$ cat config.mk
export PLATFORM = sky130hd
export DESIGN_NAME = gs3_window
export DESIGN_NICKNAME = d
export VERILOG_FILES = /design/src/design/gs3_pkg.sv /design/src/design/gs3_window.sv
export SDC_FILE = /design/constraint.sdc
export NUM_CORES = 1
export LEC_CHECK = 0
export BUFFER_PORTS_ARGS = -buffer_cell sky130_fd_sc_hd__buf_2
export CORE_MARGIN = 10
export CORE_UTILIZATION = 45
export CTS_BUF_LIST = sky130_fd_sc_hd__clkbuf_8
export CTS_CLUSTER_DIAMETER = 30
export CTS_CLUSTER_SIZE = 25
export DETAILED_ROUTE_END_ITERATION = 7
export GPL_ROUTABILITY_DRIVEN = 1
export PLACE_DENSITY = 0.62
export SYNTH_ARGS = -nofsm -noshare
export SYNTH_HDL_FRONTEND = slang
export SYNTH_SLANG_ARGS = --single-unit
$ cat constraint.sdc
create_clock -name i_clk -period 11.35 [get_ports i_clk]
set_clock_uncertainty 0.1 [all_clocks]
set_input_delay 2.27 -clock i_clk [delete_from_list [all_inputs] [get_ports i_clk]]
set_output_delay 2.27 -clock i_clk [all_outputs]
set_load 0.1 [all_outputs]
$ cat src/design/gs3_pkg.sv
`default_nettype none
package gs3_pkg;

    // fixed field widths
    localparam int PIX_W     = 8;
    localparam int ROW_W     = 16;
    localparam int COL_OUT_W = 10;
    localparam int CFG_FW_W  = 11;
    localparam int CFG_FH_W  = 16;
    localparam int APB_AW    = 3;
    localparam int APB_DW    = 32;

    // kernel weights sum to 16
    localparam int KERNEL_SHIFT = 4;
    localparam int SUM_W        = PIX_W + KERNEL_SHIFT;

    // smallest frame dimension that has an interior
    localparam int MIN_DIM = 3;

    localparam logic [CFG_FW_W-1:0] FRAME_WIDTH_RESET  = 11'd64;
    localparam logic [CFG_FH_W-1:0] FRAME_HEIGHT_RESET = 16'd64;

    // register map, word index
    typedef enum logic [0:0] {
        REG_FRAME_WIDTH  = 1'b0,
        REG_FRAME_HEIGHT = 1'b1
    } t_reg_idx;

    // result slots an item can produce, in emission order
    localparam int EMIT_CTR  = 0;  // smoothed pixel one row up, one column left
    localparam int EMIT_EDGE = 1;  // right border pixel one row up
    localparam int EMIT_OWN  = 2;  // top or bottom row pixel itself

    typedef struct packed {
        logic                 restart;
        logic [CFG_FH_W-1:0]  height;
    } t_cfg_ctl;

    typedef struct packed {
        logic [PIX_W-1:0]     smooth;
        logic [PIX_W-1:0]     mid;
        logic [PIX_W-1:0]     pix;
        logic [ROW_W-1:0]     row;
        logic [COL_OUT_W-1:0] col;
        logic [2:0]           emit;
    } t_res_item;

endpackage
`default_nettype wire

$ cat src/design/gs3_window.sv
`default_nettype none
module gs3_window (
    input  wire logic                       i_clk,
    input  wire logic                       i_rst_n,
    input  wire logic                       i_adv,
    input  wire logic                       i_col_one,
    input  wire logic [gs3_pkg::PIX_W-1:0]  i_top,
    input  wire logic [gs3_pkg::PIX_W-1:0]  i_mid,
    input  wire logic [gs3_pkg::PIX_W-1:0]  i_pix,
    output logic      [gs3_pkg::PIX_W-1:0]  o_smooth
);
    import gs3_pkg::*;

    // columns c-1 (0..2) and c-2 (3..5), top/mid/bottom
    logic [PIX_W-1:0] r_win [6];
    logic [SUM_W-1:0] s_edges;
    logic [SUM_W-1:0] s_corners;
    logic [SUM_W-1:0] s_total;

    // shift the window one column
    always_ff @(posedge i_clk) begin
        if (!i_rst_n) begin
            for (int k = 0; k < 6; k++) begin
                r_win[k] <= '0;
            end
        end else if (i_adv) begin
            r_win[3] <= r_win[0];
            r_win[4] <= r_win[1];
            r_win[5] <= r_win[2];
            r_win[0] <= i_top;
            r_win[1] <= i_mid;
            r_win[2] <= i_pix;
        end
    end

    // 1-2-1 / 2-4-2 / 1-2-1 around the window center
    always_comb begin
        s_edges   = SUM_W'(r_win[4]) + SUM_W'(i_mid) + SUM_W'(r_win[0]) + SUM_W'(r_win[2]);
        s_corners = SUM_W'(r_win[3]) + SUM_W'(r_win[5]) + SUM_W'(i_top) + SUM_W'(i_pix);
        s_total   = (SUM_W'(r_win[1]) << 2) + (s_edges << 1) + s_corners;
    end

    // left border column passes the center through
    assign o_smooth = i_col_one ? r_win[1] : s_total[KERNEL_SHIFT +: PIX_W];

endmodule
`default_nettype wire

==> flow_results.org <==
** Run status
- Run status :: finished, final reports clean

** Setup path
- Data arrives at the worst endpoint at 8.28 ns.
- Origin of the critical flop-to-flop path :: r_win[0][8]$_SDFFCE_PN0P_
- Highest fanout seen on the critical path :: 4
- The worst setup path is captured at a primary output.
- Counting cells, the worst reg-to-reg path comes to 1.
- The endpoint identified for the worst register-to-register timing path is r_win[0][32]$_SDFFCE_PN0P_.
- Startpoint-to-endpoint class of the critical path :: in -> out
- Critical path origin :: i_mid[1]
- The critical path ends at o_smooth[7].
- In this run the register-to-register setup slack is 10.32 ns.
- CP startpoint kind :: input pin
- Endpoint required time on the critical path :: 8.98 ns

** Drt
- After detailed routing, the average wire length per cell comes to 15.3 um.
- For this block, the routed nets add up to 7.33 mm of wire.
- Number of routed nets with antenna violations :: 0
- Detailed routing inserted a total of 2373 vias.
- Count of TritonRoute iterations in the first routing pass :: 4
- The detailed router finished its first iteration with 63 violations.
- After detailed routing, the number of remaining DRC violations is 0.
- Detail-routed via count per cell :: 4.96

** GRT
- Pin count of the biggest net entering global routing :: 50
- Number of antenna violations at the first check in global routing :: 0
- Number of global-route vias before repair :: 2641
- After global routing the overflow that remains totals 0.
- Global routing used 12.0% of the available tracks across all layers.
- The first global-routing pass estimated 12.3 mm of wire.

** Yosys
- Number of distinct standard cells referenced by the synthesized netlist :: 32
- For this run, the register share of the synthesized area comes to 38.2%.
- Netlist area before placement :: 0.00378 mm^2
- Syn Area/Cell :: 11.1 um^2
- The Yosys step of the flow raised 0 warnings.
- The synthesized design contains 48 register bits.
- Synthesis produced a netlist with a net count of 436.
- Synthesis produced 340 cells.

** Placed design
- Port buffering added 35 buffers.
- The congestion estimate from routability-driven global placement came to 0.834.
- Hpwl dp :: 5.87 mm

** Flow run
- Across the run, the number of max-cap violations was 0.

** Clock tree
- Clock latency of the later-clocked register in the worst-skew pair :: 0.31 ns
- Clock slew seen by the registers of the worst setup and hold paths :: 0.09 ns
- Number of gates resized after CTS :: 0
- CTS tree :: yes
- Num Clock Sinks :: 48
- Buffer levels on the longest clock path :: 2
- Maximum level of the CTS H-tree :: 2
- After clock tree synthesis, the flow added hold-fix buffers numbering 0.
- Buffers inserted during post-CTS setup optimization :: 0
- TritonCTS created 5 clock buffers.
- Master cell of the clock root buffer :: sky130_fd_sc_hd__clkbuf_8

** Timing
- Static timing analysis puts the maximum clock frequency at 0.0939 GHz.
- Number of max-slew violations in the final report :: 0
- Worst Tran Pin Value :: 0.742 ns
- Setup repair after global routing left no endpoint under its margin.
- In this run the tightest slew margin relative to its limit is 50.6%.
- After layout, the minimum clock period comes to 10.65 ns.
- The final count of hold timing violations came to 0.
- Setup violations remaining at the end of the flow were counted as 0.
- Final Cycle Share :: 93.9%
- Final-layout setup total negative slack :: 0 ns

** Cells and area
- r_win holds more flip-flops than any other register.
- Of the cells placed in the final design, the portion with a size suffix greater than 1 is 13.1%.
- Area growth from synthesis to layout :: 10.1%
- The number of antenna diodes in the final layout is 0.
- Count of filler cells inserted in the layout :: 765
- Registers take 0.00144 mm^2.
- The net count of the finished layout is 468.
- Flip-flop count of the largest register, all copies and words added :: 48
- Area of the multi-input gates :: 0.00195 mm^2
- Largest regs :: r_win x48

** Die
- Count of pins on the block boundary :: 36
- Initial core utilization :: 46.2%
- Row generation in the floorplan step produced 33 rows.
- Die outline height :: 112 um
- The die is 112 um wide.
- Floorplan die area :: 0.0125 mm^2
- Core Box Area :: 0.00818 mm^2

** Hold path
- The worst hold path belongs to the class reg -> reg.
cells in the final DEF, fill, tap and decap left out, types with 3 or more instances in the layout:
master and count:
sky130_fd_sc_hd__a21o_1 3, sky130_fd_sc_hd__a21oi_1 8, sky130_fd_sc_hd__and3_1 48, sky130_fd_sc_hd__buf_2 35
sky130_fd_sc_hd__clkbuf_8 5, sky130_fd_sc_hd__edfxtp_1 48, sky130_fd_sc_hd__fa_1 45, sky130_fd_sc_hd__ha_1 23
sky130_fd_sc_hd__inv_1 91, sky130_fd_sc_hd__nand2_1 10, sky130_fd_sc_hd__nor2_1 4, sky130_fd_sc_hd__o21ai_0 10
sky130_fd_sc_hd__o21ai_1 3, sky130_fd_sc_hd__o21bai_1 3, sky130_fd_sc_hd__xnor2_1 7, sky130_fd_sc_hd__xor2_1 4
worst min path at each step:
stage / cells after the start / from / end / slack, ns
detailed placement: 1 / r_win[0][4]$_SDFFCE_PN0P_ / r_win[0][28]$_SDFFCE_PN0P_ / 0.47
floorplan: 1 / r_win[0][1]$_SDFFCE_PN0P_ / r_win[0][25]$_SDFFCE_PN0P_ / 0.45
finish: 1 / r_win[0][21]$_SDFFCE_PN0P_ / r_win[0][45]$_SDFFCE_PN0P_ / 0.49
global placement: 1 / r_win[0][20]$_SDFFCE_PN0P_ / r_win[0][44]$_SDFFCE_PN0P_ / 0.46
CTS: 1 / r_win[0][4]$_SDFFCE_PN0P_ / r_win[0][28]$_SDFFCE_PN0P_ / 0.49
global route: 1 / r_win[0][5]$_SDFFCE_PN0P_ / r_win[0][29]$_SDFFCE_PN0P_ / 0.52
worst max-delay path: stages:
cell and delay, ns:
sky130_fd_sc_hd__buf_2 0.09, sky130_fd_sc_hd__inv_1 0.05, sky130_fd_sc_hd__fa_1 0.53, sky130_fd_sc_hd__inv_1 0.06
sky130_fd_sc_hd__fa_1 0.51, sky130_fd_sc_hd__ha_1 0.19, sky130_fd_sc_hd__inv_1 0.06, sky130_fd_sc_hd__fa_1 0.40
sky130_fd_sc_hd__nor2b_1 0.13, sky130_fd_sc_hd__o21a_1 0.16, sky130_fd_sc_hd__nor3_1 0.05, sky130_fd_sc_hd__or2_2 0.28
sky130_fd_sc_hd__fa_1 0.47, sky130_fd_sc_hd__fa_1 0.53, sky130_fd_sc_hd__fa_1 0.54, sky130_fd_sc_hd__inv_1 0.04
sky130_fd_sc_hd__ha_1 0.33, sky130_fd_sc_hd__and3_2 0.23, sky130_fd_sc_hd__a221oi_2 0.30, sky130_fd_sc_hd__o21ai_1 0.13
sky130_fd_sc_hd__or3_1 0.35, sky130_fd_sc_hd__a31oi_1 0.15, sky130_fd_sc_hd__buf_2 0.44
layer usage:
metal,global-route usage [%],routed length [um],up-vias
li1,-,-,1163
met1,13.7,3120,1156
met2,21.3,3800,36
met3,2.47,222,18
met4,5.06,198,0
met5,0,0,-
per-stage QoR:
step | cells | setup WS (ns) | utilization, % | area, um^2 | hold WS (ns)
final | 478 | 0.696 | 50.9 | 4160 | 0.487
after global routing | 478 | 0.379 | 50.9 | 4160 | 0.517
after CTS | 478 | 0.683 | 50.9 | 4160 | 0.488
after detailed placement | 470 | 0.699 | 49.6 | 4050 | 0.467
after global placement | 470 | 0.788 | 49.6 | 4050 | 0.460
after floorplan | 340 | 0.0479 | - | 3780 | 0.448
synth_stat cells:
| cell type | count | share of area (%) |
|---|---|---|
| sky130_fd_sc_hd__a21o_1 | 3 | 0.60 |
| sky130_fd_sc_hd__a21oi_1 | 8 | 1.1 |
| sky130_fd_sc_hd__a221oi_2 | 1 | 0.40 |
| sky130_fd_sc_hd__a2bb2oi_1 | 1 | 0.23 |
| sky130_fd_sc_hd__a31oi_1 | 1 | 0.17 |
| sky130_fd_sc_hd__and3_1 | 48 | 8.0 |
| sky130_fd_sc_hd__and3_2 | 1 | 0.20 |
| sky130_fd_sc_hd__clkbuf_1 | 11 | 1.1 |
| sky130_fd_sc_hd__edfxtp_1 | 48 | 38 |
| sky130_fd_sc_hd__fa_1 | 45 | 24 |
| sky130_fd_sc_hd__ha_1 | 23 | 7.6 |
| sky130_fd_sc_hd__inv_1 | 91 | 9.0 |
| sky130_fd_sc_hd__nand2_1 | 10 | 0.99 |
| sky130_fd_sc_hd__nand2b_1 | 1 | 0.17 |
| sky130_fd_sc_hd__nand3_1 | 2 | 0.27 |
| sky130_fd_sc_hd__nand4b_1 | 1 | 0.23 |
| sky130_fd_sc_hd__nor2_1 | 4 | 0.40 |
| sky130_fd_sc_hd__nor2b_1 | 1 | 0.17 |
| sky130_fd_sc_hd__nor3_1 | 2 | 0.27 |
| sky130_fd_sc_hd__nor3b_1 | 1 | 0.20 |
| sky130_fd_sc_hd__nor4_1 | 1 | 0.17 |
| sky130_fd_sc_hd__o21a_1 | 2 | 0.40 |
| sky130_fd_sc_hd__o21ai_0 | 12 | 1.6 |
| sky130_fd_sc_hd__o21ai_1 | 1 | 0.13 |
| sky130_fd_sc_hd__o21bai_1 | 3 | 0.60 |
| sky130_fd_sc_hd__o221a_2 | 2 | 0.60 |
| sky130_fd_sc_hd__o22ai_1 | 1 | 0.17 |
| sky130_fd_sc_hd__o41ai_1 | 1 | 0.23 |
| sky130_fd_sc_hd__or2_2 | 2 | 0.33 |
| sky130_fd_sc_hd__or3_1 | 1 | 0.17 |
| sky130_fd_sc_hd__xnor2_1 | 7 | 1.6 |
| sky130_fd_sc_hd__xor2_1 | 4 | 0.93 |
cells by family after synthesis:
group           share of synthesized area, %
xor+xnor                                2.55
flops                                   38.2
fa+ha+maj                               31.5
simple gates                            11.5
compound gates                          6.16
buf+inv                                 10.1
final cells by class:
type	instances	area share, %
clock buffer	5	1.66
tap	105	3.16
sequential	48	34.7
timing repair buffer	36	4.39
inverter	91	8.22
multi-input combinational	190	47.0
clock inverter	3	0.903
Power is not shown: default switching activity piles up to over one toggle a cycle in this logic, so the estimate is an artifact.
