`config.mk`:
```
export PLATFORM = sky130hd
export DESIGN_NAME = gs3_cfg
export DESIGN_NICKNAME = d
export VERILOG_FILES = /design/src/design/gs3_pkg.sv /design/src/design/gs3_cfg.sv
export SDC_FILE = /design/constraint.sdc
export NUM_CORES = 1
export LEC_CHECK = 0
export ABC_AREA = 1
export BUFFER_PORTS_ARGS = -buffer_cell sky130_fd_sc_hd__buf_2
export CAP_MARGIN = 20
export CORE_MARGIN = 1.5
export CORE_UTILIZATION = 42
export CTS_CLUSTER_DIAMETER = 50
export DETAILED_ROUTE_END_ITERATION = 10
export PLACE_DENSITY = 0.88
export SLEW_MARGIN = 20
export SYNTH_ARGS = -nofsm -noshare
export SYNTH_HDL_FRONTEND = slang
export SYNTH_SLANG_ARGS = --single-unit
export TNS_END_PERCENT = 5
```
`constraint.sdc`:
```
create_clock -name i_clk -period 1.5 [get_ports i_clk]
set_input_delay 0.45 -clock i_clk [delete_from_list [all_inputs] [get_ports i_clk]]
set_output_delay 0.45 -clock i_clk [all_outputs]
set_load 0.02 [all_outputs]
```
`src/design/gs3_pkg.sv`:
```
`default_nettype none
package gs3_pkg;

    // fixed field widths
    localparam int PIX_W     = 8;
    localparam int ROW_W     = 16;
    localparam int COL_OUT_W = 10;
    localparam int CFG_FW_W  = 11;
    localparam int CFG_FH_W  = 16;
    localparam int APB_AW    = 3;
    localparam int APB_DW    = 32;

    // kernel weights sum to 16
    localparam int KERNEL_SHIFT = 4;
    localparam int SUM_W        = PIX_W + KERNEL_SHIFT;

    // smallest frame dimension that has an interior
    localparam int MIN_DIM = 3;

    localparam logic [CFG_FW_W-1:0] FRAME_WIDTH_RESET  = 11'd64;
    localparam logic [CFG_FH_W-1:0] FRAME_HEIGHT_RESET = 16'd64;

    // register map, word index
    typedef enum logic [0:0] {
        REG_FRAME_WIDTH  = 1'b0,
        REG_FRAME_HEIGHT = 1'b1
    } t_reg_idx;

    // result slots an item can produce, in emission order
    localparam int EMIT_CTR  = 0;  // smoothed pixel one row up, one column left
    localparam int EMIT_EDGE = 1;  // right border pixel one row up
    localparam int EMIT_OWN  = 2;  // top or bottom row pixel itself

    typedef struct packed {
        logic                 restart;
        logic [CFG_FH_W-1:0]  height;
    } t_cfg_ctl;

    typedef struct packed {
        logic [PIX_W-1:0]     smooth;
        logic [PIX_W-1:0]     mid;
        logic [PIX_W-1:0]     pix;
        logic [ROW_W-1:0]     row;
        logic [COL_OUT_W-1:0] col;
        logic [2:0]           emit;
    } t_res_item;

endpackage
`default_nettype wire

```
`src/design/gs3_cfg.sv`:
```
`default_nettype none
module gs3_cfg #(
    parameter int MAX_WIDTH = 1024,
    localparam int EW       = $clog2(MAX_WIDTH + 1)
) (
    input  wire logic                         i_clk,
    input  wire logic                         i_rst_n,
    input  wire logic                         psel,
    input  wire logic                         penable,
    input  wire logic                         pwrite,
    input  wire logic [gs3_pkg::APB_AW-1:0]   paddr,
    input  wire logic [gs3_pkg::APB_DW-1:0]   pwdata,
    output logic      [gs3_pkg::APB_DW-1:0]   prdata,
    output logic                              pready,
    output logic      [EW-1:0]                o_width,
    output gs3_pkg::t_cfg_ctl                 o_ctl
);
    import gs3_pkg::*;

    logic [CFG_FW_W-1:0] r_frame_width;
    logic [CFG_FH_W-1:0] r_frame_height;
    logic                wr;
    t_reg_idx            idx;

    assign idx    = t_reg_idx'(paddr[2]);
    assign wr     = psel & penable & pwrite;
    assign pready = 1'b1;

    // register writes
    always_ff @(posedge i_clk) begin
        if (!i_rst_n) begin
            r_frame_width  <= FRAME_WIDTH_RESET;
            r_frame_height <= FRAME_HEIGHT_RESET;
        end else if (wr) begin
            case (idx)
                REG_FRAME_WIDTH:  r_frame_width  <= pwdata[CFG_FW_W-1:0];
                REG_FRAME_HEIGHT: r_frame_height <= pwdata[CFG_FH_W-1:0];
                default: ;
            endcase
        end
    end

    // register reads
    always_comb begin
        case (idx)
            REG_FRAME_WIDTH:  prdata = APB_DW'(r_frame_width);
            REG_FRAME_HEIGHT: prdata = APB_DW'(r_frame_height);
            default:          prdata = '0;
        endcase
    end

    // width clamped to the line store range
    always_comb begin
        if (r_frame_width < CFG_FW_W'(MIN_DIM)) begin
            o_width = EW'(MIN_DIM);
        end else if (32'(r_frame_width) > 32'(MAX_WIDTH)) begin
            o_width = EW'(MAX_WIDTH);
        end else begin
            o_width = EW'(r_frame_width);
        end
    end

    // height clamped from below, any write restarts the frame
    always_comb begin
        o_ctl.restart = wr;
        o_ctl.height  = (r_frame_height < CFG_FH_W'(MIN_DIM)) ? CFG_FH_W'(MIN_DIM)
                                                             : r_frame_height;
    end

endmodule
`default_nettype wire

```
==> out/metrics.csv, run 1 <==
metric,value,unit
num-nets-final,343,
cts.sinks,27,
drv_cap,0,
die-area,4080,µm²
synth_flop_cell,dfxtp_1,
io_buffers,65,
yosysTopAreaCellShare,0.3473,
finalSetupViolCount,18,
fin_crit_sh,1.231,
critical_path_buf_inv_count,2,
synth_common_cells,"31 x inv_1, 30 x nor2_1, 28 x nand2_1",
powerDensity,707.5,nW/µm²
endpoint_kind,output port,
grt_pass1_vias,1480,
yosysWarnings,0,
drtPass1Iterations,4,
finalPower,1.584,mW
failed_checks,setup timing,
groute.usage.overall,0.1912,
cts_max_path_buffers,2,
drt_iter0_markers,47,
synth.distinct_cells,23,
vias_per_cell,4.764,
place_ws,-167.9,ps
ys_seq_elements,27,
diodes,0,
setup_slack,-346.7,ps
clkLatencyLatePin,270,ps
synth_most_common_cell,inv_1,
critical_path.top_delay_family,simple AND/OR/NAND/NOR gates,
critical_path.startpoint_type,register,
num_vias,1658,
vdd_drop_max,422.7,µV
wl,4.273,mm
ys_top_cells_by_area,"dfxtp_1 35%, buf_4 9.2%, inv_1 7.5%, nor2_1 7.2%, nand2_1 6.8%",
ios,101,
grt_use_met1,0.2190,
fin_crit,1847,ps
fin_setup_tns,-3360,ps
hp-class,input port to register,
max_freq,541.5,MHz
slowest_stage,dfxtp_1,
syn_to_final_growth,43.81,%
rows,21,
detail-route-antenna-nets,0,
synth_top_area_cell,dfxtp_1,
synthArstFlopShare,0,
clockRootBuffer,clkbuf_8,
drc,0,
syn_avg_cell_area,6.767,µm²
grt-ovfl-total,0,
seq_area_frac_synth,0.3473,
met3_usage,0.02465,
drt-wirelength-per-cell,12.28,µm
hold_violations,0,
skew,0,ps
crit_arrival,1400,ps
max_stage_delay,320,ps
path_cells,"nor2_1, nand2_2, o21bai_4, buf_4, nand2_1, nand2_1, buf_6",
clk_pin_slew_worst_paths,90,ps
grt_pass1_wl,6.279,mm
hold_slack,409.3,ps
grt_start_max_net_pins,28,
crit_type,register to output port,
htree_levels,1,
core,3442,µm²
critPathMaxFanout,2,
place_congestion,0.8376,
cpMostUsedCell,nand2_1,
tritoncts,yes,
outcome,"complete, but fails checks",
gr-max-usage-layer,met2,
synth_edf_count,0,
die_x,63.88,µm
start_util,0.4522,
drv_slew,0,
antenna_found_initial,0,
drive_gt1_frac,0.4702,
p_leak,1.206,nW
use_met2,0.3555,
hpwl,2.953,mm
synth_cells,230,
syn_area,1556,µm²
rsz0062_at_grt,yes,
die_h,63.88,µm
cp.required,1050,ps
numCtsBuffers,3,
[state kept, by name, summed over array words and instances, names as in the netlist]
name	cells
r_frame_height	16
r_frame_width	11
[routing by layer]
metal	vias up	routed length, µm
li1	823	-
met1	743	1693
met2	77	2194
met3	15	254
met4	0	130
met5	-	0
[tightest hold or removal path, delay by kind of cell]
kind / cells / cell delay [ps]
and+or+nand+nor: 2 / 120
buffers and inverters: 1 / 70
[metrics by stage]
stage | cells | util | area (µm²)
after floorplan | 245 | - | 1613
after global placement | 343 | 0.5754 | 1981
after detailed placement | 343 | 0.5754 | 1981
after CTS | 348 | 0.6180 | 2127
after global routing | 348 | 0.6503 | 2238
final | 348 | 0.6503 | 2238
[cell usage in the layout (no fill, tap or decap), drive strengths merged]
cell type | netlist | layout
a21oi | 20 | 20
buf | 27 | 95
clkbuf | 15 | 3
clkinvlp | 0 | 1
conb | 2 | 17
dfxtp | 27 | 27
inv | 32 | 32
nand2 | 28 | 28
nand3 | 3 | 3
nand3b | 2 | 2
nor2 | 32 | 32
nor3 | 1 | 1
nor3b | 1 | 1
o211ai | 1 | 1
o21ai | 38 | 38
o21bai | 1 | 1
[layout make-up]
class                           instances  area [µm²]
Clock buffer                            3       41.29
Clock inverter                          1       7.507
Fill cell                             298        1204
Inverter                               32       125.1
Multi-Input combinational cell        144       772.0
Sequential cell                        27       558.0
Tap cell                               46       57.56
Timing Repair Buffer                   95       676.9
[what timing repair did]
item                                    4_1_cts  5_1_grt
pin swaps                                     4        6
endpoints found under the setup margin       26       23
gates resized for setup                      43       36
hold buffers                                  0        0
setup buffers                                 1        0
[kinds of logic after synthesis]
kind of cell,count (synthesis),share of synthesized area
buffers and inverters,74,0.2444
AO/OA/AOI/OAI,60,0.2082
AND/OR/NAND/NOR,67,0.1953
flip-flops,27,0.3473
other,2,0.004825
[path summary, 6_finish.rpt]
path	start	to	slack, ps	cells after the start
worst min register to register	r_frame_height[15]	r_frame_height[15]	560	2
worst max-delay path	r_frame_width[4]	o_width[1]	-350	7
worst min-delay path	pwdata[13]	r_frame_height[13]	410	3
worst max register to register	r_frame_width[6]	r_frame_width[6]	680	3
[power breakdown]
group / internal (mW) / total [mW] / switching [mW] / leakage (nW)
sequential: 0.742 / 0.763 / 0.0203 / 0.224
combinational: 0.162 / 0.410 / 0.248 / 0.961
clock: 0.188 / 0.411 / 0.223 / 0.0217
total: 1.09 / 1.58 / 0.491 / 1.21
No activity file was read; power rests on OpenSTA's default activity.
==> run 2: changes to the inputs <==
==> constraint.sdc (replaced) <==
create_clock -name i_clk -period 1.5 [get_ports i_clk]
set_input_delay 0.45 -clock i_clk [delete_from_list [all_inputs] [get_ports i_clk]]
set_output_delay 0.45 -clock i_clk [all_outputs]
set_load 0.1 [all_outputs]
==> run 2 against run 1 <==
Net effect: the flow still finishes with violations (setup timing); die area is the same; fmax shrank 9.9%; cell area grew 44%; via count grew 25%; critical endpoint is now o_width[0].
==> out/metrics.csv, run 2 (synthesis results as in run 1) <==
metric,value,unit,change
placed_area,2943,µm²,+49%
skew,0,ps,unchanged
rsz0062_at_grt,yes,,
cts_max_path_buffers,2,,unchanged
start_util,0.4522,,unchanged
finalSetupViolCount,30,,+12
failed_checks,setup timing,,
hold_buffers,0,,unchanged
detail-route-antenna-nets,0,,unchanged
place_ws,-335.6,ps,-167.7 ps
die_x,63.88,µm,unchanged
htree_levels,1,,unchanged
numCtsBuffers,3,,unchanged
drt_iter0_markers,149,,+220%
grt-ovfl-total,0,,unchanged
drtPass1Iterations,5,,+1
powerDensity,718.5,nW/µm²,+1.5%
p_clk_frac,0.192,,-0.068
max_stage_delay,360,ps,+40 ps
cts.sinks,27,,unchanged
hold_violations,0,,unchanged
wl,8.014,mm,+88%
combPwrFrac,0.475,,+0.216
antenna_found_initial,1,,+1
groute.usage.overall,0.3429,,+0.1517
clk_pin_slew_worst_paths,100,ps,about the same
num-nets-final,350,,+2.0%
tritoncts,yes,,
drt-wirelength-per-cell,22.51,µm,+83%
p_leak,1.439,nW,+19%
num_vias,2066,,+25%
clkLatencyLatePin,280,ps,about the same
final_util,0.9346,,+0.2843
crit_type,register to output port,,
critical_path_buf_inv_count,2,,unchanged
cp.required,1050,ps,about the same
drc,0,,unchanged
endpoint_kind,output port,,
final_common_cell,buf_12,,
hold_slack,422.3,ps,+13.04 ps
slowest_stage,dfxtp_2,,
fin_cells,356,,+2.3%
max_freq,487.8,MHz,-9.9%
hp-class,input port to register,,
path_cells,"buf_6, nor3_1, nand3b_1, o21ai_2, buf_12",,
critPathMaxFanout,3,,+1
fin_crit,2050,ps,+203.5 ps
p_sw,1.063,mW,+120%
largest_registers,"r_frame_height x16, r_frame_width x11",,
largest_register_ffs,16,,unchanged
largest-register,r_frame_height,,
stdcell_area,3217,µm²,+44%
grt_start_max_net_pins,28,,unchanged
power_switching_share,0.4599,,+0.1500
outcome,"complete, but fails checks",,
drv_slew,0,,unchanged
fin_setup_tns,-7443,ps,-4083 ps
critical_path.top_delay_family,simple AND/OR/NAND/NOR gates,,
setup_slack,-550.2,ps,-203.5 ps
drive_gt1_frac,0.6440,,+0.1738
critical_path.startpoint_type,register,,
die-area,4080,µm²,unchanged
vdd_drop_max,606.7,µV,+44%
core,3442,µm²,unchanged
internal_power,1.248,mW,+14%
dp_cells,351,,+2.3%
crit_arrival,1600,ps,+200 ps
syn_to_final_growth,106.7,%,
vias_per_cell,5.803,,+22%
seqPwrFrac,0.333,,-0.149
ios,101,,unchanged
die_h,63.88,µm,unchanged
grt_pass1_vias,1964,,+33%
io_buffers,65,,unchanged
drv_cap,0,,unchanged
fin_crit_sh,1.367,,+0.1356
grt_pass1_wl,10.57,mm,+68%
rows,21,,unchanged
clockRootBuffer,clkbuf_8,,
finalPower,2.311,mW,+46%
place_congestion,0.8147,,-2.7%
hpwl,4.322,mm,+46%
final_cell_mix,"49 x buf_12, 22 x dfxtp_2, 20 x buf_2, 20 x buf_4, 18 x inv_1",,
==> run 2: what timing repair did <==
item / 4_1_cts / 5_1_grt
pin swaps: 8 / 8
gates cloned: 0 / 0
gates resized for setup: 55 / 34
setup endpoints to repair: 28 / 28
endpoints found under the hold margin: 0 / 0
buffers inserted: 0 / 0
==> run 2: per-layer routing <==
| metal | wire [µm] | vias to the layer above | global-route usage |
|---|---|---|---|
| li1 | - | 831 | - |
| met1 | 2635 | 956 | 0.3569 |
| met2 | 3927 | 209 | 0.6576 |
| met3 | 650 | 70 | 0.05282 |
| met4 | 800 | 0 | 0.1658 |
| met5 | 0 | - | 0 |
==> run 2: layout make-up <==
class / instances / area, µm²
timing repair buffer: 102 / 1378
clock buffer: 3 / 41.29
tap: 46 / 57.56
inverter: 32 / 156.4
multi-input combinational: 144 / 1001
sequential: 27 / 575.6
clock inverter: 1 / 5.005
fill: 107 / 225.2
antenna: 1 / 2.502
==> run 2: path summary, 6_finish.rpt <==
| check | cells past startpoint | end | slack (ps) | from |
|---|---|---|---|---|
| worst max-delay path | 5 | o_width[0] | -550 | r_frame_width[5] |
| worst min-delay path | 3 | r_frame_height[9] | 420 | pwdata[9] |
| worst max register to register | 3 | r_frame_height[5] | 330 | r_frame_height[5] |
| worst min register to register | 2 | r_frame_height[1] | 600 | r_frame_height[1] |
==> run 2: power groups by stage <==
| stage | combinational [mW] | clock (mW) | sequential, mW |
|---|---|---|---|
| finish | 1.10 | 0.443 | 0.770 |
| global route | 1.12 | 0.457 | 0.770 |
| CTS | 1.04 | 0.422 | 0.762 |
| detailed placement | 1.01 | 0 | 0.773 |
| global placement | 0.992 | 0 | 0.770 |
| floorplan | 0.726 | 0 | 0.775 |
==> run 2: tightest hold or removal path, delay by kind of cell <==
kind / cells / cell delay, ps
buf+inv: 2 / 160
compound gates: 1 / 50
