File: src/design/gs3_pkg.sv
`default_nettype none
package gs3_pkg;

    // fixed field widths
    localparam int PIX_W     = 8;
    localparam int ROW_W     = 16;
    localparam int COL_OUT_W = 10;
    localparam int CFG_FW_W  = 11;
    localparam int CFG_FH_W  = 16;
    localparam int APB_AW    = 3;
    localparam int APB_DW    = 32;

    // kernel weights sum to 16
    localparam int KERNEL_SHIFT = 4;
    localparam int SUM_W        = PIX_W + KERNEL_SHIFT;

    // smallest frame dimension that has an interior
    localparam int MIN_DIM = 3;

    localparam logic [CFG_FW_W-1:0] FRAME_WIDTH_RESET  = 11'd64;
    localparam logic [CFG_FH_W-1:0] FRAME_HEIGHT_RESET = 16'd64;

    // register map, word index
    typedef enum logic [0:0] {
        REG_FRAME_WIDTH  = 1'b0,
        REG_FRAME_HEIGHT = 1'b1
    } t_reg_idx;

    // result slots an item can produce, in emission order
    localparam int EMIT_CTR  = 0;  // smoothed pixel one row up, one column left
    localparam int EMIT_EDGE = 1;  // right border pixel one row up
    localparam int EMIT_OWN  = 2;  // top or bottom row pixel itself

    typedef struct packed {
        logic                 restart;
        logic [CFG_FH_W-1:0]  height;
    } t_cfg_ctl;

    typedef struct packed {
        logic [PIX_W-1:0]     smooth;
        logic [PIX_W-1:0]     mid;
        logic [PIX_W-1:0]     pix;
        logic [ROW_W-1:0]     row;
        logic [COL_OUT_W-1:0] col;
        logic [2:0]           emit;
    } t_res_item;

endpackage
`default_nettype wire

File: src/design/gs3_outbuf.sv
`default_nettype none
module gs3_outbuf (
    input  wire logic                          i_clk,
    input  wire logic                          i_rst_n,
    input  wire logic                          i_load,
    input  wire gs3_pkg::t_res_item            i_item,
    output logic                               o_free,
    output logic                               o_valid,
    input  wire logic                          i_ready,
    output logic      [gs3_pkg::PIX_W-1:0]     o_pixel_out,
    output logic      [gs3_pkg::ROW_W-1:0]     o_out_row,
    output logic      [gs3_pkg::COL_OUT_W-1:0] o_out_col,
    output logic                               o_last
);
    import gs3_pkg::*;

    t_res_item  r_item;
    logic [2:0] r_pend;
    logic [2:0] low;
    logic [2:0] rest;
    logic       take;

    // lowest pending slot goes out first
    assign low  = r_pend & (~r_pend + 3'd1);
    assign rest = r_pend & ~low;
    assign take = o_valid & i_ready;

    assign o_valid = |r_pend;
    assign o_last  = (rest == 3'b000);
    assign o_free  = (r_pend == 3'b000) | (take & o_last);

    // pending slots
    always_ff @(posedge i_clk) begin
        if (!i_rst_n) begin
            r_pend <= '0;
        end else if (i_load) begin
            r_pend <= i_item.emit;
        end else if (take) begin
            r_pend <= rest;
        end
    end

    // item payload
    always_ff @(posedge i_clk) begin
        if (i_load) begin
            r_item <= i_item;
        end
    end

    // result fields for the slot on show
    always_comb begin
        if (r_pend[EMIT_CTR]) begin
            o_pixel_out = r_item.smooth;
            o_out_row   = r_item.row - ROW_W'(1);
            o_out_col   = r_item.col - COL_OUT_W'(1);
        end else if (r_pend[EMIT_EDGE]) begin
            o_pixel_out = r_item.mid;
            o_out_row   = r_item.row - ROW_W'(1);
            o_out_col   = r_item.col;
        end else begin
            o_pixel_out = r_item.pix;
            o_out_row   = r_item.row;
            o_out_col   = r_item.col;
        end
    end

endmodule
`default_nettype wire

File: config.mk
export PLATFORM = sky130hd
export DESIGN_NAME = gs3_outbuf
export DESIGN_NICKNAME = d
export VERILOG_FILES = /design/src/design/gs3_pkg.sv /design/src/design/gs3_outbuf.sv
export SDC_FILE = /design/constraint.sdc
export NUM_CORES = 1
export LEC_CHECK = 0
export BUFFER_PORTS_ARGS = -buffer_cell sky130_fd_sc_hd__buf_4
export CORE_UTILIZATION = 40
export CTS_BUF_LIST = sky130_fd_sc_hd__clkbuf_2
export DETAILED_ROUTE_END_ITERATION = 16
export PLACE_DENSITY = 0.68
export RECOVER_POWER = 50
export REMOVE_ABC_BUFFERS = 1
export SLEW_MARGIN = 10
export SYNTH_ARGS = -nofsm -noshare
export SYNTH_HDL_FRONTEND = slang
export SYNTH_SLANG_ARGS = --single-unit
File: constraint.sdc
create_clock -name i_clk -period 1.89 [get_ports i_clk]
set_input_delay 0.0945 -clock i_clk [delete_from_list [all_inputs] [get_ports i_clk]]
set_output_delay 0.0945 -clock i_clk [all_outputs]
set_load 0.01 [all_outputs]
==> results of run 1 <==
metrics by stage:
step,instances,worst slack [ps],setup TNS [ps],utilization
detailed placement,334,226,0,0.568
floorplan,165,173,0,-
finish,423,-207,-1000,0.735
global placement,334,258,0,0.568
CTS,414,-219,-1290,0.710
global route,423,-362,-3430,0.735
synth_stat cells, types with 2 or more instances:
library cell and instances:
edfxtp_1 50, nand2_1 17, xor2_1 13, nor2_1 10
xnor2_1 10, mux2i_1 9, o21ai_1 9, nor3_1 7
inv_1 5, a21oi_1 3, dfxtp_1 3, o21ai_0 3
or3_1 3, and2_1 2, buf_1 2, buf_2 2
ha_1 2, nand3b_1 2
sequential cells by signal, summed over array words and instances (netlist names):
register,cells
r_item,50
r_pend,3
logic make-up after synthesis:
kind of cell	after synthesis
and+or+nand+nor	54
DFF	53
xor gates and xnor gates	24
AOI/OAI and AO/OA	17
buffers and inverters	9
muxes	9
adders and majority gates	3
power by group:
group	total [mW]	internal [mW]	switching, mW	leakage, nW
registers	1.44	1.39	0.0575	0.514
logic	0.584	0.357	0.228	1.18
clock network	0.424	0.0932	0.331	0.0327
what timing repair did:
item	CTS	global route
endpoints found under the setup margin	15	23
pin swaps	5	9
gates resized for setup	13	18
hold endpoints to repair	53	0
hold buffers	56	0
cloned	0	0
setup buffers	16	10
worst max-delay path: stages (launching register included):
cell and delay, ps:
edfxtp_1 500, nor4_4 340, nand3_2 120, or3_4 350
xnor2_2 130, buf_4 140
metal layers:
metal  up-vias  routed length (um)  global-route usage  part of all wire
met2        66                3150               0.353              0.55
li1        970                   -                   -                 -
met1       904                2180               0.205              0.38
met3         4                 363              0.0460             0.063
met5         -                   0                   0                 0
met4         0                  42              0.0500            0.0073
area by class of cell:
| cell class | instances | area share |
|---|---|---|
| Timing Repair Buffer | 178 | 0.364 |
| Inverter | 5 | 0.00458 |
| Multi-Input combinational cell | 107 | 0.218 |
| Clock buffer | 6 | 0.00733 |
| Clock inverter | 2 | 0.00244 |
| Tap cell | 72 | 0.0220 |
| Sequential cell | 53 | 0.381 |
worst max path at each step:
stage	end	slack, ps	depth (start not counted)
after floorplan	o_out_row[12]	170	4
after global routing	o_out_row[9]	-360	5
final	o_out_row[9]	-210	5
after detailed placement	o_out_row[9]	230	5
after CTS	o_out_row[9]	-220	5
after global placement	o_out_row[9]	260	5
==> results.md, run 1 <==
* Status: complete, but fails checks
* Failing checks: negative setup slack
* RePlAce Congestion at 0.736
* Final instance area at 0.00410 sq mm
* Grt ovf at 0
* Starting Density at 0.422
* Post-synthesis compound-gate area fraction at 0.0393
* TritonCTS Sinks at 53
* Worst hold endpoint: r_item[24]$_DFFE_PP_
* Simple-gate share of the synthesized area at 0.137
* Cts bufs inserted at 5
* DR DRC count at 0
* Max cap viols at 0
* Synth Area in Adders at 0.0149
* Crit path DAT at 2000 ps
* Largest cells by area after synthesis: edfxtp_1 64%, xor2_1 4.8%, mux2i_1 3.8%, xnor2_1 3.7%, nand2_1 2.7%
* Yosys reg bits at 53
* Area occupied by registers at 0.00156 sq mm
* Final WS setup at -207 ps
* Multi-input combinational cell area at 893 sq um
* Area growth, synth to finish at 74.1%
* Pins over their slew limit at 0
* Most frequent cells in the layout: 90 x buf_4, 56 x dlygate4sd3_1, 50 x edfxtp_1
* Nature of the critical path endpoint: output port
* Antenna diodes at 0
* Final hold viol count at 0
* Die width at 78.7 um
* Worst Reg-to-Reg Cells at 6
* Mapped Cells at 169
* R2r setup slk at 180 ps
* Post-DP HPWL at 3350 um
* Clock Latency Late Sink at 420 ps
* Mapped Area at 0.00235 sq mm
* H-tree depth at 2
* Initial antenna violation count at 0
* # port buffers at 93
* Post-synthesis mux area share at 0.0383
* Die area at 0.00620 sq mm
* Sequential share of the synthesized area at 0.663
* First-pass GRT wire length at 8660 um
* CP Launch Type: flop
* Share of layout cells above drive strength 1 at 0.459
* RSZ-0062 raised after global routing: true
* I/O pin cnt at 94
* Chip height at 78.7 um
* All-Layer GR Usage at 0.187
* Clock Tree Buf Depth at 2
* Fin crit period at 2100 ps
* Fin nets at 409
* DR iter-0 viols at 65
* Vias in the first global route at 1885
* Predominant post-synthesis flop cell: edfxtp_1
* WL final at 5740 um
* Pwr/cell area at 598 mW/mm^2
* Hold_sp: i_item[24]
* Netlist cell types at 35
* Reg2reg start: r_pend[0]$_SDFFE_PN0P_
* Warnings from Yosys at 0
* CP Class: flop to output port
* Avg Cell Area, Syn at 13.9 sq um
* ANT nets after route at 0
* Leak at 1.73 nW
* Final worst-path cycle share at 1.11
* CTS tree: built
* Largest net degree at the start of global routing at 39
* Post-synth EDFFs at 50
* Min-Delay Path Depth at 2
* Crit-path max FO at 2
* Routed len/inst at 13.6 um
* Largest area contributor in the netlist: edfxtp_1
* Power Total at 2.45 mW
* Ys async rst share at 0
* Dpl cell area at 0.00317 sq mm
* Setup violations, final at 11
* Fillers at 400
* VDD IR max at 0.000501 V
* Setup Skew at 9.71 ps
* Worst Tran Pin Value at 944 ps
* Area of the core at 0.00557 sq mm
* Crit Reg-Reg Endpoint: r_pend[2]$_SDFFE_PN0P_
* Max frequency at 0.477 GHz
* Hold slack final at 374 ps
* # rows at 27
* First-pass detailed-route iteration total at 4
* Drt via density at 4.60
* Xor and xnor area share after synthesis at 0.0925
* Share of the synthesized area in the top cell type at 0.638
* Commonest non-fill, non-tap cell in the layout: buf_4
* Slew HR at 0.371
* Via count at 1944
* Clock root buffer: clkbuf_2
* Worst hold-check path type: input pin to flop
* Largest family of logic cells by synthesized area: simple AND/OR/NAND/NOR gates
* Setup crit start: r_item[16]$_DFFE_PP_
* Crit path required time at 1800 ps
* Clock Pin Slew Worst Setup and Hold Paths at 250 ps
No activity file was read; power rests on OpenSTA's default activity.
==> run 2: changes to the inputs <==
Settings changed: CORE_UTILIZATION 40 to 45, PLACE_DENSITY 0.68 to 0.81.
==> run 2 against run 1 <==
Net effect: cell area rose by 0.27%; core utilization rose by 11 points; final cell count fell by 1.4%; count of clock-buffer cells in the layout did not move; worst setup slack got worse by 43 ps; die area fell by 11%; combinational power rose by 3.4%; the run still ends with negative setup slack left; highest routed layer unchanged; critical endpoint unchanged; non-clock buffer count fell by 1.
==> results.md, run 2 (synthesis results as in run 1) <==
* Status: complete, but fails checks
* Failing checks: negative setup slack
* Leak at 1.72 nW (-0.76%)
* Die width at 74.3 um (-5.6%)
* Fin nets at 408 (-0.24%)
* Crit path DAT at 2050 ps (+50 ps)
* Vias in the first global route at 2163 (+15%)
* Grt ovf at 0 (unchanged)
* R2r setup slk at 70 ps (-110 ps)
* Routed len/inst at 16.8 um (+24%)
* RSZ-0062 raised after global routing: true
* Setup crit start: r_item[18]$_DFFE_PP_
* Final worst-path cycle share at 1.13 (+0.0229)
* RePlAce Congestion at 0.735 (about the same)
* Max reg flops at 50 (unchanged)
* Via count at 2115 (+8.8%)
* H-tree depth at 2 (unchanged)
* Reg2reg start: r_pend[0]$_SDFFE_PN0P_
* DR iter-0 viols at 192 (+200%)
* First-pass detailed-route iteration total at 4 (unchanged)
* TritonCTS Sinks at 53 (unchanged)
* Worst hold endpoint: r_item[34]$_DFFE_PP_
* Worst Reg-to-Reg Cells at 5 (-1)
* WL final at 6990 um (+22%)
* Dpl cell area at 0.00316 sq mm (-0.36%)
* Starting Density at 0.483 (+0.0601)
* Area of the core at 0.00488 sq mm (-12%)
* Crit-path max FO at 4 (+2)
* Pins over their slew limit at 0 (unchanged)
* # rows at 25 (-7.4%)
* Multi-input combinational cell area at 902 sq um (+0.98%)
* Final WS setup at -251 ps (-43.4 ps)
* Hold_sp: i_item[34]
* ANT nets after route at 0 (unchanged)
* Cts bufs inserted at 5 (unchanged)
* CP Class: flop to output port
* Post-DP HPWL at 3410 um (+1.7%)
* Setup violations, final at 13 (+2)
* Crit path required time at 1800 ps (about the same)
* Clock root buffer: clkbuf_2
* Slew HR at 0.431 (+0.0607)
* First-pass GRT wire length at 10300 um (+18%)
* Initial antenna violation count at 0 (unchanged)
* Setup Skew at 15.3 ps (+5.62 ps)
* CP Launch Type: flop
* Final hold viol count at 0 (unchanged)
* VDD IR max at 0.000631 V (+26%)
* Min-Delay Path Depth at 2 (unchanged)
* CTS tree: built
* Largest Register: r_item
* Antenna diodes at 0 (unchanged)
* Final instance area at 0.00411 sq mm (+0.27%)
* Biggest registers after layout: r_item x50, r_pend x3
* Pwr/cell area at 641 mW/mm^2 (+7.2%)
* Area occupied by registers at 0.00156 sq mm (unchanged)
* Hold slack final at 362 ps (-12.0 ps)
* Commonest non-fill, non-tap cell in the layout: buf_4
* Fin crit period at 2140 ps (+43.4 ps)
* Power Total at 2.64 mW (+7.5%)
* Share of layout cells above drive strength 1 at 0.466 (+0.00702)
* Worst Tran Pin Value at 853 ps (-91.1 ps)
* I/O pin cnt at 94 (unchanged)
* Drt via density at 5.07 (+10%)
* Clock Tree Buf Depth at 2 (unchanged)
* Chip height at 74.3 um (-5.6%)
* # port buffers at 93 (unchanged)
* DR DRC count at 0 (unchanged)
* Die area at 0.00553 sq mm (-11%)
* All-Layer GR Usage at 0.258 (+0.0711)
* Max frequency at 0.467 GHz (-2.0%)
* Most frequent cells in the layout: 87 x buf_4, 56 x dlygate4sd3_1, 50 x edfxtp_1
* Fillers at 252 (-37%)
* Crit Reg-Reg Endpoint: r_pend[0]$_SDFFE_PN0P_
* Clock Pin Slew Worst Setup and Hold Paths at 260 ps (about the same)
* Worst hold-check path type: input pin to flop
* Nature of the critical path endpoint: output port
* Max cap viols at 0 (unchanged)
* Area growth, synth to finish at 74.5%
* Largest net degree at the start of global routing at 38 (-2.6%)
* Clock Latency Late Sink at 440 ps (+20 ps)
run 2: cell types whose count changed in the layout (fill, tap and decap cells not counted), moves of 2 or more:
cell | before | now
nor2_1 | 8 | 4
clkbuf_4 | 28 | 30
xnor2_2 | 6 | 3
buf_4 | 90 | 87
xnor2_1 | 5 | 8
nor2_2 | 2 | 6
run 2: power breakdown:
group | switching (mW) | leakage, nW | internal, mW
Combinational | 0.249 | 1.16 | 0.355
Clock | 0.352 | 0.0430 | 0.227
Sequential | 0.0663 | 0.514 | 1.39
run 2: metrics by stage:
stage,std cells,setup TNS (ps),setup WS [ps],utilization
after global placement,330,0,245,0.647
after global routing,417,-4230,-378,0.842
after detailed placement,330,0,193,0.647
final,417,-2060,-251,0.842
after floorplan,165,0,173,-
after CTS,409,-1830,-243,0.811
run 2: worst max path at each step:
stage                          to  cells past startpoint
finish               o_out_row[9]                      5
global route        o_out_row[14]                      7
CTS                  o_out_row[9]                      5
detailed placement   o_out_row[9]                      5
global placement     o_out_row[9]                      5
floorplan           o_out_row[12]                      4
run 2: area by class of cell:
class                      instances  area share
multi-input combinational        107       0.219
inverter                           5     0.00457
tap                               67      0.0204
clock buffer                       6     0.00731
clock inverter                     2     0.00852
timing repair buffer             177       0.360
sequential                        53       0.380
run 2: critical path: stages (launching register included):
cell      delay, ps
edfxtp_1        550
nor4_4          320
nand3_2         110
or3_4           350
xnor2_2         130
buf_4           140
run 2: what timing repair did:
item | CTS | global route
hold buffers | 56 | 0
resized for setup | 15 | 22
buffers inserted | 15 | 8
pin swaps | 7 | 8
setup endpoints to repair | 15 | 21
hold endpoints to repair | 53 | 0
run 2: routing by layer:
metal	routed length [um]	global-route usage	up-vias
li1	-	-	968
met1	2470	0.286	1014
met2	3760	0.457	107
met3	513	0.0705	26
met4	247	0.126	0
met5	0	0	-
==> run 3: changes to the inputs <==
Settings changed: BUFFER_PORTS_ARGS -buffer_cell sky130_fd_sc_hd__buf_4 to -buffer_cell sky130_fd_sc_hd__buf_2, CELL_PAD_IN_SITES_DETAIL_PLACEMENT set to 2, CELL_PAD_IN_SITES_GLOBAL_PLACEMENT set to 2, CORE_UTILIZATION 45 to 32, PLACE_DENSITY 0.81 to 0.88, SKIP_CTS_REPAIR_TIMING set to 1.
==> run 3 against run 2 <==
Net effect: the flow still finishes with violations (negative setup slack); via count down 1.6%; routed wire length rose by 38%; sequential share of layout area grew 1.5 points; cell area down 3.4%; sequential power barely moved; die area rose by 39%; power is 4.5% higher; flip-flop and latch count stayed put; non-clock buffer count is 4 higher; global-route usage is 11 points lower; clock skew fell by 7.3 ps; critical path type unchanged; highest routed layer unchanged.
==> results.md, run 3 (synthesis results as in run 1) <==
* Status: complete, but fails checks
* Failing checks: negative setup slack
* Clock root buffer: clkbuf_2
* Fin crit period at 2310 ps (+173 ps)
* DR iter-0 viols at 46 (-76%)
* Chip height at 87.8 um (+18%)
* # rows at 30 (+20%)
* ANT nets after route at 0 (unchanged)
* Share of layout cells above drive strength 1 at 0.463 (-0.00244)
* Fin nets at 412 (+0.98%)
* Die area at 0.00771 sq mm (+39%)
* Crit path DAT at 2220 ps (+170 ps)
* Hold slack final at 318 ps (-43.7 ps)
* Setup TNS Final at -4390 ps (-2330 ps)
* DR DRC count at 0 (unchanged)
* Setup violations, final at 19 (+6)
* Max stage delay on crit path at 510 ps (-40 ps)
* Worst Tran Pin Value at 1190 ps (+332 ps)
* Reg2reg start: r_pend[0]$_SDFFE_PN0P_
* Clock Pin Slew Worst Setup and Hold Paths at 290 ps (+30 ps)
* Slowest cell on crit path: edfxtp_1
* Vias in the first global route at 1856 (-14%)
* I/O pin cnt at 94 (unchanged)
* Final worst-path cycle share at 1.22 (+0.0918)
* Crit path required time at 1800 ps (about the same)
* Pwr/cell area at 694 mW/mm^2 (+8.2%)
* Initial antenna violation count at 0 (unchanged)
* WL final at 9640 um (+38%)
* Worst hold-check path type: input pin to flop
* Starting Density at 0.339 (-0.143)
* RePlAce Congestion at 0.762 (+3.6%)
* Pins over their slew limit at 0 (unchanged)
* Worst Reg-to-Reg Cells at 5 (unchanged)
* Crit Reg-Reg Endpoint: r_pend[1]$_SDFFE_PN0P_
* VDD IR max at 0.000389 V (-38%)
* R2r setup slk at 70 ps (about the same)
* First-pass GRT wire length at 8590 um (-16%)
* Max reg flops at 50 (unchanged)
* Grt ovf at 0 (unchanged)
* Final WS setup at -424 ps (-173 ps)
* Leak at 1.68 nW (-2.3%)
* Setup Skew at 8.03 ps (-7.30 ps)
* TritonCTS Sinks at 53 (unchanged)
* Commonest non-fill, non-tap cell in the layout: buf_2
* Clock Tree Buf Depth at 2 (unchanged)
* Critical-path cell list: buf_4 -> nor3_2 -> nand4b_1 -> nor4_2 -> xor2_1 -> buf_2
* H-tree depth at 2 (unchanged)
* First-pass detailed-route iteration total at 4 (unchanged)
* Crit-path max FO at 4 (unchanged)
* Drt via density at 4.62 (-8.8%)
* Largest Register: r_item
* Area growth, synth to finish at 68.6%
* Post-DP HPWL at 4420 um (+30%)
* Max frequency at 0.432 GHz (-7.5%)
* RSZ-0062 raised after global routing: true
* Via count at 2081 (-1.6%)
* Largest net degree at the start of global routing at 25 (-34%)
* Antenna diodes at 0 (unchanged)
* Die width at 87.8 um (+18%)
* Clock Latency Late Sink at 460 ps (+20 ps)
* Most frequent cells in the layout: 90 x buf_2, 56 x dlygate4sd3_1, 50 x edfxtp_1
* Nature of the critical path endpoint: output port
* All-Layer GR Usage at 0.150 (-0.108)
* Min-Delay Path Depth at 2 (unchanged)
* Cts bufs inserted at 5 (unchanged)
* CP Launch Type: flop
* Biggest registers after layout: r_item x50, r_pend x3
* CP Class: flop to output port
* Hold_sp: i_item[40]
* Worst hold endpoint: r_item[40]$_DFFE_PP_
* Final hold viol count at 0 (unchanged)
* # port buffers at 93 (unchanged)
* Max cap viols at 0 (unchanged)
* Slew HR at 0.210 (-0.222)
* CTS tree: built
* Routed len/inst at 21.4 um (+28%)
* Area of the core at 0.00694 sq mm (+42%)
-- run 3: cell types whose count changed in the layout (fill, tap and decap cells not counted), sizes merged --
cell / previous run / this run
bufinv: 1 / 2
buf: 90 / 122
clkbuf: 37 / 8
-- run 3: layout make-up --
cell class                 count  area [sq um]
clock inverter                 3          65.1
clock buffer                   5          25.0
sequential                    53          1570
multi-input combinational    107           893
fill                         640          2970
timing repair buffer         181          1280
inverter                       5          18.8
tap                           96           120
-- run 3: metal layers --
metal | up-vias | track usage | wire length [um]
li1 | 975 | - | -
met1 | 1018 | 0.158 | 3600
met2 | 74 | 0.290 | 5430
met3 | 14 | 0.0462 | 414
met4 | 0 | 0.0313 | 197
met5 | - | 0 | 0
-- run 3: power by group --
part           leakage [nW]  switching (mW)  internal, mW  total (mW)
combinational          1.11           0.257         0.288       0.545
sequential            0.515          0.0800          1.39        1.47
clock                0.0529           0.391         0.353       0.744
-- run 3: how the worst max path moves through the flow --
stage | start | endpoint | slack (ps) | depth (start not counted)
after global placement | r_item[17]$_DFFE_PP_ | o_out_row[9] | 260 | 5
after detailed placement | r_item[17]$_DFFE_PP_ | o_out_row[9] | 190 | 5
after CTS | r_item[17]$_DFFE_PP_ | o_out_row[9] | -350 | 5
after floorplan | r_pend[0]$_SDFFE_PN0P_ | o_out_row[12] | 170 | 4
after global routing | r_item[17]$_DFFE_PP_ | o_out_row[8] | -570 | 7
final | r_item[17]$_DFFE_PP_ | o_out_row[12] | -420 | 6
-- run 3: worst max-delay path, delay by kind of cell (launching register included) --
family	cells	cell delay (ps)
simple gates	3	720
flops	1	510
buf+inv	2	350
xor+xnor	1	180
-- run 3: per-stage QoR --
stage	worst slack (ps)	instance area, sq um	total power [mW]	utilization	cells
finish	-424	3970	2.75	0.572	450
global route	-570	3970	2.84	0.572	450
CTS	-354	3050	2.53	0.439	367
detailed placement	185	2960	1.82	0.426	359
global placement	260	2960	1.80	0.426	359
floorplan	173	2340	1.61	-	165
